[config.mk]
export PLATFORM = sky130hd
export DESIGN_NAME = binary32_restoring_divider_top
export DESIGN_NICKNAME = d
export VERILOG_FILES = /design/src/b32div_pkg.sv /design/src/binary32_restoring_divider_top.sv /design/src/b32div_stage.sv
export SDC_FILE = /design/constraint.sdc
export NUM_CORES = 2
export LEC_CHECK = 0
export BUFFER_PORTS_ARGS = -buffer_cell sky130_fd_sc_hd__buf_2
export CORE_AREA = 4 4 373 375
export CTS_BUF_LIST = sky130_fd_sc_hd__clkbuf_2
export DETAILED_ROUTE_END_ITERATION = 6
export DIE_AREA = 0 0 377 379
export RECOVER_POWER = 100
export SLEW_MARGIN = 25
export SYNTH_ARGS = -nofsm -noshare
export SYNTH_HDL_FRONTEND = slang
export SYNTH_SLANG_ARGS = --single-unit
[constraint.sdc]
create_clock -name clock -period 19.2 [get_ports clock]
set_clock_uncertainty 0.2 [all_clocks]
set_input_delay 0 -clock clock [delete_from_list [all_inputs] [get_ports clock]]
set_output_delay 0 -clock clock [all_outputs]
set_load 0.05 [all_outputs]
[src/b32div_pkg.sv]
// Package for the binary32 restoring divider: constants, pipeline types, helpers.
// Used by the stage module and the top level; no dependencies.
package b32div_pkg;

   localparam logic [31:0] SIGN_MASK  = 32'h8000_0000;
   localparam logic [31:0] ABS_MASK   = 32'h7FFF_FFFF;
   localparam logic [31:0] MAX_FINITE = 32'h7F7F_FFFF;
   localparam logic [31:0] INF_BITS   = 32'h7F80_0000;
   localparam logic [31:0] QUIET_BIT  = 32'h0040_0000;
   localparam logic [31:0] MIN_NORMAL = 32'h0080_0000;
   localparam logic [31:0] EXP_OFFSET = 32'd125;
   localparam int          STEPS      = 25;
   localparam int          STEPS_PER_STAGE_DEFAULT = 4;

   // one item in flight through the recurrence
   typedef struct packed {
      logic        special;
      logic [31:0] result;   // special value, or sign|exponent field
      logic [24:0] rem;
      logic [23:0] den;
      logic [24:0] quo;
   } stage_type;

   function automatic logic [4:0] lead_zeros(input logic [31:0] v);
      logic [4:0] n;
      n = 5'd0;
      for (int i = 0; i < 32; i++) begin
         if (v[i]) n = 5'(31 - i);
      end
      return n;
   endfunction

endpackage

[src/binary32_restoring_divider_top.sv]
// Top level of the binary32 restoring divider: front end, step pipeline, rounding.
// Depends on b32div_pkg and b32div_stage.
//
//   channel | direction | ports
//   req     | in        | req_valid, req_ready, req_dividend, req_divisor
//   rsp     | out       | rsp_valid, rsp_ready, rsp_quotient
//
// One item per cycle while the output register is free or taken; registers in order:
// front end, step stages of STEPS_PER_STAGE restoring steps each, rounding/output register.
// The whole pipeline holds when the output register is full and not taken.
// Synchronous reset clears valid bits only.
module binary32_restoring_divider_top import b32div_pkg::*; #(
   parameter int STEPS_PER_STAGE = STEPS_PER_STAGE_DEFAULT
) (
   input  logic        clock,
   input  logic        reset,
   input  logic        req_valid,
   output logic        req_ready,
   input  logic [31:0] req_dividend,
   input  logic [31:0] req_divisor,
   output logic        rsp_valid,
   input  logic        rsp_ready,
   output logic [31:0] rsp_quotient
);

   localparam int NSTAGE = (STEPS - 1) / STEPS_PER_STAGE;

   logic enable;
   assign enable    = !rsp_valid || rsp_ready;
   assign req_ready = enable;

   // front end: specials, normalisation, first quotient bit
   stage_type front_in;
   always_comb begin
      logic [31:0] mx, my, sign, big, sig_x, sig_y, biased;
      logic [4:0]  lx, ly;
      logic [31:0] sx, sy, ge;
      mx   = req_dividend & ABS_MASK;
      my   = req_divisor & ABS_MASK;
      sign = (req_dividend ^ req_divisor) & SIGN_MASK;
      big  = (mx > my) ? mx : my;
      lx   = lead_zeros(mx);
      ly   = lead_zeros(my);
      sx   = (lx > 5'd8) ? 32'(lx) : 32'd8;
      sy   = (ly > 5'd8) ? 32'(ly) : 32'd8;
      sig_x = (req_dividend << sx[4:0]) | SIGN_MASK;
      sig_y = (req_divisor  << sy[4:0]) | SIGN_MASK;
      ge    = {31'd0, sig_x >= sig_y};
      biased = ((mx >> 23) - {31'd0, mx >= MIN_NORMAL})
             - ((my >> 23) - {31'd0, my >= MIN_NORMAL})
             - (sx - sy) + (EXP_OFFSET + ge);
      front_in.den = sig_y[31:8];
      front_in.rem = 25'((sig_x >> (32'd7 + ge)) - {8'd0, sig_y[31:8]});
      front_in.quo = 25'd1;
      front_in.special = ((((mx - 32'd1) > (my - 32'd1)) ? (mx - 32'd1) : (my - 32'd1))
                          >= MAX_FINITE);
      if (front_in.special) begin
         if (big > INF_BITS || mx == my) front_in.result = sign | INF_BITS | QUIET_BIT | big;
         else if (mx < my)               front_in.result = sign;
         else                            front_in.result = sign | INF_BITS;
      end else begin
         front_in.result = sign | (biased << 23);
      end
   end

   logic      front_valid_ff;
   stage_type front_ff;
   always_ff @(posedge clock) begin
      if (reset) begin
         front_valid_ff <= 1'b0;
      end else if (enable) begin
         front_valid_ff <= req_valid;
      end
      if (enable) front_ff <= front_in;
   end

   logic      vchain [NSTAGE+1];
   stage_type dchain [NSTAGE+1];
   assign vchain[0] = front_valid_ff;
   assign dchain[0] = front_ff;

   for (genvar g = 0; g < NSTAGE; g++) begin : g_step
      b32div_stage #(.NSTEPS(STEPS_PER_STAGE)) u_stage (
         .clock(clock), .reset(reset), .enable(enable),
         .valid_in(vchain[g]), .data_in(dchain[g]),
         .valid_out(vchain[g+1]), .data_out(dchain[g+1])
      );
   end

   // remaining steps, rounding and packing
   logic [31:0] rsp_quotient_in;
   always_comb begin
      stage_type   d;
      logic [25:0] twice;
      d = dchain[NSTAGE];
      for (int k = 0; k < (STEPS - 1) - NSTAGE * STEPS_PER_STAGE; k++) begin
         twice = {d.rem, 1'b0};
         if (twice < {2'b00, d.den}) begin
            d.quo = {d.quo[23:0], 1'b0};
            d.rem = twice[24:0];
         end else begin
            d.quo = {d.quo[23:0], 1'b1};
            d.rem = 25'(twice - {2'b00, d.den});
         end
      end
      if (d.special) rsp_quotient_in = d.result;
      else rsp_quotient_in = d.result + {8'd0, d.quo[24:1]} + {31'd0, d.quo[0]};
   end

   logic        rsp_valid_ff;
   logic [31:0] rsp_quotient_ff;
   always_ff @(posedge clock) begin
      if (reset) begin
         rsp_valid_ff <= 1'b0;
      end else if (enable) begin
         rsp_valid_ff <= vchain[NSTAGE];
      end
      if (enable) rsp_quotient_ff <= rsp_quotient_in;
   end

   assign rsp_valid    = rsp_valid_ff;
   assign rsp_quotient = rsp_quotient_ff;

endmodule

[src/b32div_stage.sv]
// A group of restoring radix-2 steps with its own valid/hold register.
// Depends on b32div_pkg.
module b32div_stage import b32div_pkg::*; #(
   parameter int NSTEPS = STEPS_PER_STAGE_DEFAULT
) (
   input  logic      clock,
   input  logic      reset,
   input  logic      enable,
   input  logic      valid_in,
   input  stage_type data_in,
   output logic      valid_out,
   output stage_type data_out
);

   logic      valid_ff;
   stage_type data_ff, data_in_next;

   always_comb begin
      logic [25:0] twice;
      data_in_next = data_in;
      for (int k = 0; k < NSTEPS; k++) begin
         twice = {data_in_next.rem, 1'b0};
         if (twice < {2'b00, data_in_next.den}) begin
            data_in_next.quo = {data_in_next.quo[23:0], 1'b0};
            data_in_next.rem = twice[24:0];
         end else begin
            data_in_next.quo = {data_in_next.quo[23:0], 1'b1};
            data_in_next.rem = 25'(twice - {2'b00, data_in_next.den});
         end
      end
   end

   always_ff @(posedge clock) begin
      if (reset) begin
         valid_ff <= 1'b0;
      end else if (enable) begin
         valid_ff <= valid_in;
      end
      if (enable) data_ff <= data_in_next;
   end

   assign valid_out = valid_ff;
   assign data_out  = data_ff;

endmodule

==> results.sh <==
export IMPL_final_min_period_over_clock_period=0.8547
export IMPL_fmax_mhz=60.94
export IMPL_synthAdderAreaFrac=0.1497
export IMPL_via_count=51720
export IMPL_grt_usage=0.2349
export IMPL_htree_levels=4
export IMPL_setup_viol_count_final=0
export IMPL_synth_largest_area_cell="edfxtp_1"
export IMPL_dieArea_um2=142900
export IMPL_r2r_start="g_step[2].u_stage.data_out[25]$_DFFE_PP_"
export IMPL_cts_hold_buf=289
export IMPL_clkLatencyLatePin_ns=1.55
export IMPL_cts_tree="done"
export IMPL_crit_end="g_step[3].u_stage.data_out[59]$_DFFE_PP_"
export IMPL_grt_pass1_vias=49820
export IMPL_ff2ff_path_depth=50
export IMPL_grt_pass1_wl_um=269900
export IMPL_synthXorXnorAreaFrac=0.07292
export IMPL_rsz0062_at_grt="no"
export IMPL_hold_slack_ns=0.1467
export IMPL_layout_nets=7929
export IMPL_fp_dieH_um=379
export IMPL_vias_per_cell=5.708
export IMPL_start_util=0.4501
export IMPL_place_congestion=0.9621
export IMPL_die_x_um=377
export IMPL_synth_seq_cells=643
export IMPL_cts_sinks=643
export IMPL_synth_ff_type="edfxtp_1"
export IMPL_endpoint_kind="register"
export IMPL_cts_root_buf="clkbuf_2"
export IMPL_synth_area_top_cells="edfxtp_1 31%, ha_1 14%, xnor2_1 5.0%, a21oi_1 4.8%, mux2_2 4.7%"
export IMPL_period_needed_ns=16.41
export IMPL_drive_above_1_share=0.09410
export IMPL_dr_pass1_iters=7
export IMPL_wl_um=171000
export IMPL_violations="design-rule violations, max-capacitance violations, max-slew violations"
export IMPL_overflow=0
export IMPL_worstReg2RegEnd="g_step[3].u_stage.data_out[59]$_DFFE_PP_"
export IMPL_fin_setup_tns_ns=0
export IMPL_startpoint="g_step[2].u_stage.data_out[25]$_DFFE_PP_"
export IMPL_yosys_area_share_simple=0.1464
export IMPL_clock_path_buffers=3
export IMPL_synth_compound_area_frac=0.2033
export IMPL_ioPinCount=102
export IMPL_routedWlPerCell_um=18.87
export IMPL_yosys_top_cells_count="695 x ha_1, 635 x edfxtp_1, 612 x nor2_1, 589 x a21oi_1, 485 x nand2_1"
export IMPL_ys_warn_count=0
export IMPL_relSlewSlack=-2.685
export IMPL_cp_start_kind="register"
export IMPL_drc=4
export IMPL_cp_arrival_ns=17.42
export IMPL_worstMarginPinSlew_ns=5.528
export IMPL_hp_class="reg -> reg"
export IMPL_cts_setup_buffers=0
export IMPL_yosysMostFrequentCell="ha_1"
export IMPL_slew_viol_final=901
export IMPL_grt_max_degree=148
export IMPL_cp_common_cell="a21oi_1"
export IMPL_hold_violations=0
export IMPL_ys_seq_area_frac=0.3157
export IMPL_synth_top_family_by_area="compound AO/OA/AOI/OAI gates"
export IMPL_post_dp_hpwl_um=133400
export IMPL_r2r_setup_slack_ns=2.79
export IMPL_synth_top_area_share=0.3131
export IMPL_synth_edff_count=635
export IMPL_io_buffers=101
export IMPL_critPathKind="reg -> reg"
export IMPL_clk_pin_slew_ns=0.10
export IMPL_yosysUniqueCellTypes=105
export IMPL_synth_area_um2=60900
export IMPL_drt_initial_drc_count=3953
export IMPL_core_area_um2=135300
export IMPL_async_flop_share=0
export IMPL_area_growth_pct=11.18
export IMPL_cts_resized=0
export IMPL_std_cell_rows=135
export IMPL_final_util=0.5004
export IMPL_status="finished with violations"
export IMPL_cts_buffers=172
export IMPL_crit_path_max_fanout=36
export IMPL_critical_path_required_ns=20.21
export IMPL_antenna_left=0
export IMPL_antenna_found_initial=11
export IMPL_synthMuxAreaShare=0.07501
export IMPL_maxCapViolCount=17
export IMPL_synthCells=6691
export IMPL_crit_path_top_delay_cell="a2111oi_0"
export IMPL_avgSynthCellArea_um2=9.102
export IMPL_cp_slowest_stage_delay_ns=0.82
export IMPL_fillers=12850
-- metal layers --
| metal | up-vias | wire length (um) | global-route usage |
|---|---|---|---|
| met3 | 301 | 9143 | 0.03763 |
| met4 | 6 | 5471 | 0.07390 |
| met2 | 1402 | 76550 | 0.3801 |
| met1 | 24230 | 79800 | 0.3221 |
| li1 | 25790 | - | - |
| met5 | - | 47 | 0 |
-- stage by stage --
stage / instance area [um2] / setup slack, ns / cells
2_1_floorplan: 60950 / 0.9515 / 6705
3_3_place_gp: 63400 / 4.818 / 8462
3_5_place_dp: 63400 / 4.751 / 8462
4_1_cts: 67880 / 4.730 / 9049
5_1_grt: 67700 / 1.748 / 9057
6_report: 67710 / 2.791 / 9061
-- cell usage in the layout, fill, tap and decap left out, drive strengths merged, types with 21 or more instances in the layout --
cell type,instances
edfxtp,635
clkinv,60
dlygate4sd3,289
a21boi,39
mux2,256
nor4,31
a31oi,45
or3,39
nand4,46
a21oi,591
inv,417
a211oi,61
and3,49
nand2,485
o21bai,69
clkbuf,290
o21a,154
buf,87
xor2,156
and2,43
nand3,106
a21o,192
fa,21
nor2b,100
or2,44
a31o,23
nand2b,119
mux2i,168
nor3,148
o31a,22
ha,695
o21ai,416
nor2,615
o31ai,58
o211ai,39
xnor2,351
-- cells by family (layout without fill, tap and decap cells) --
kind of cell | Yosys count | count (layout)
other | 2 | 27
flip-flops | 643 | 643
buffers and inverters | 580 | 1144
AO/OA/AOI/OAI | 1927 | 1927
XOR/XNOR | 507 | 507
adder cells (fa/ha/maj) | 716 | 716
AND/OR/NAND/NOR | 1892 | 1892
multiplexers | 424 | 424
-- sequential cells by signal (all words and copies together) (netlist names) --
signal                    flops
front_valid_ff                1
g_step.u_stage.valid_out      6
rsp_quotient                 32
dchain                       81
rsp_valid                     1
g_step.u_stage.data_out     522
-- worst max-delay path, delay by kind of cell, from the launching register on --
family,cells,cell delay (ns)
buf+inv,6,2.07
simple gates,8,1.94
compound gates,30,9.30
fa+ha+maj,4,1.46
flops,1,0.66
mux,2,0.49
-- layout make-up --
cell class,count,area (um2),area share
repair buffers,434,3601,0.05318
well taps,1781,2228,0.03291
flip-flops and latches,643,19230,0.2840
clock buffers,232,1161,0.01715
multi-input cells,5482,39490,0.5833
clock inverters,66,420.4,0.006209
diodes,11,27.53,0.0004066
inverters,412,1548,0.02286
-- worst min-delay path by stage --
stage,from,end,slack (ns),cells past startpoint
floorplan,req_valid,front_valid_ff$_SDFFE_PP0P_,-0.06,2
global placement,reset,g_step[1].u_stage.valid_out$_SDFFE_PP0P_,0.07,2
detailed placement,reset,front_valid_ff$_SDFFE_PP0P_,0.08,2
CTS,req_dividend[1],dchain[692]$_DFFE_PP_,0.03,8
global route,g_step[1].u_stage.data_out[5]$_DFFE_PP_,g_step[2].u_stage.data_out[9]$_DFFE_PP_,0.13,0
finish,g_step[3].u_stage.data_out[14]$_DFFE_PP_,g_step[4].u_stage.data_out[18]$_DFFE_PP_,0.15,0
Power is left out: the tool's default activity adds up to more than one toggle a clock period on the data nets, which glitch-free logic cannot reach.
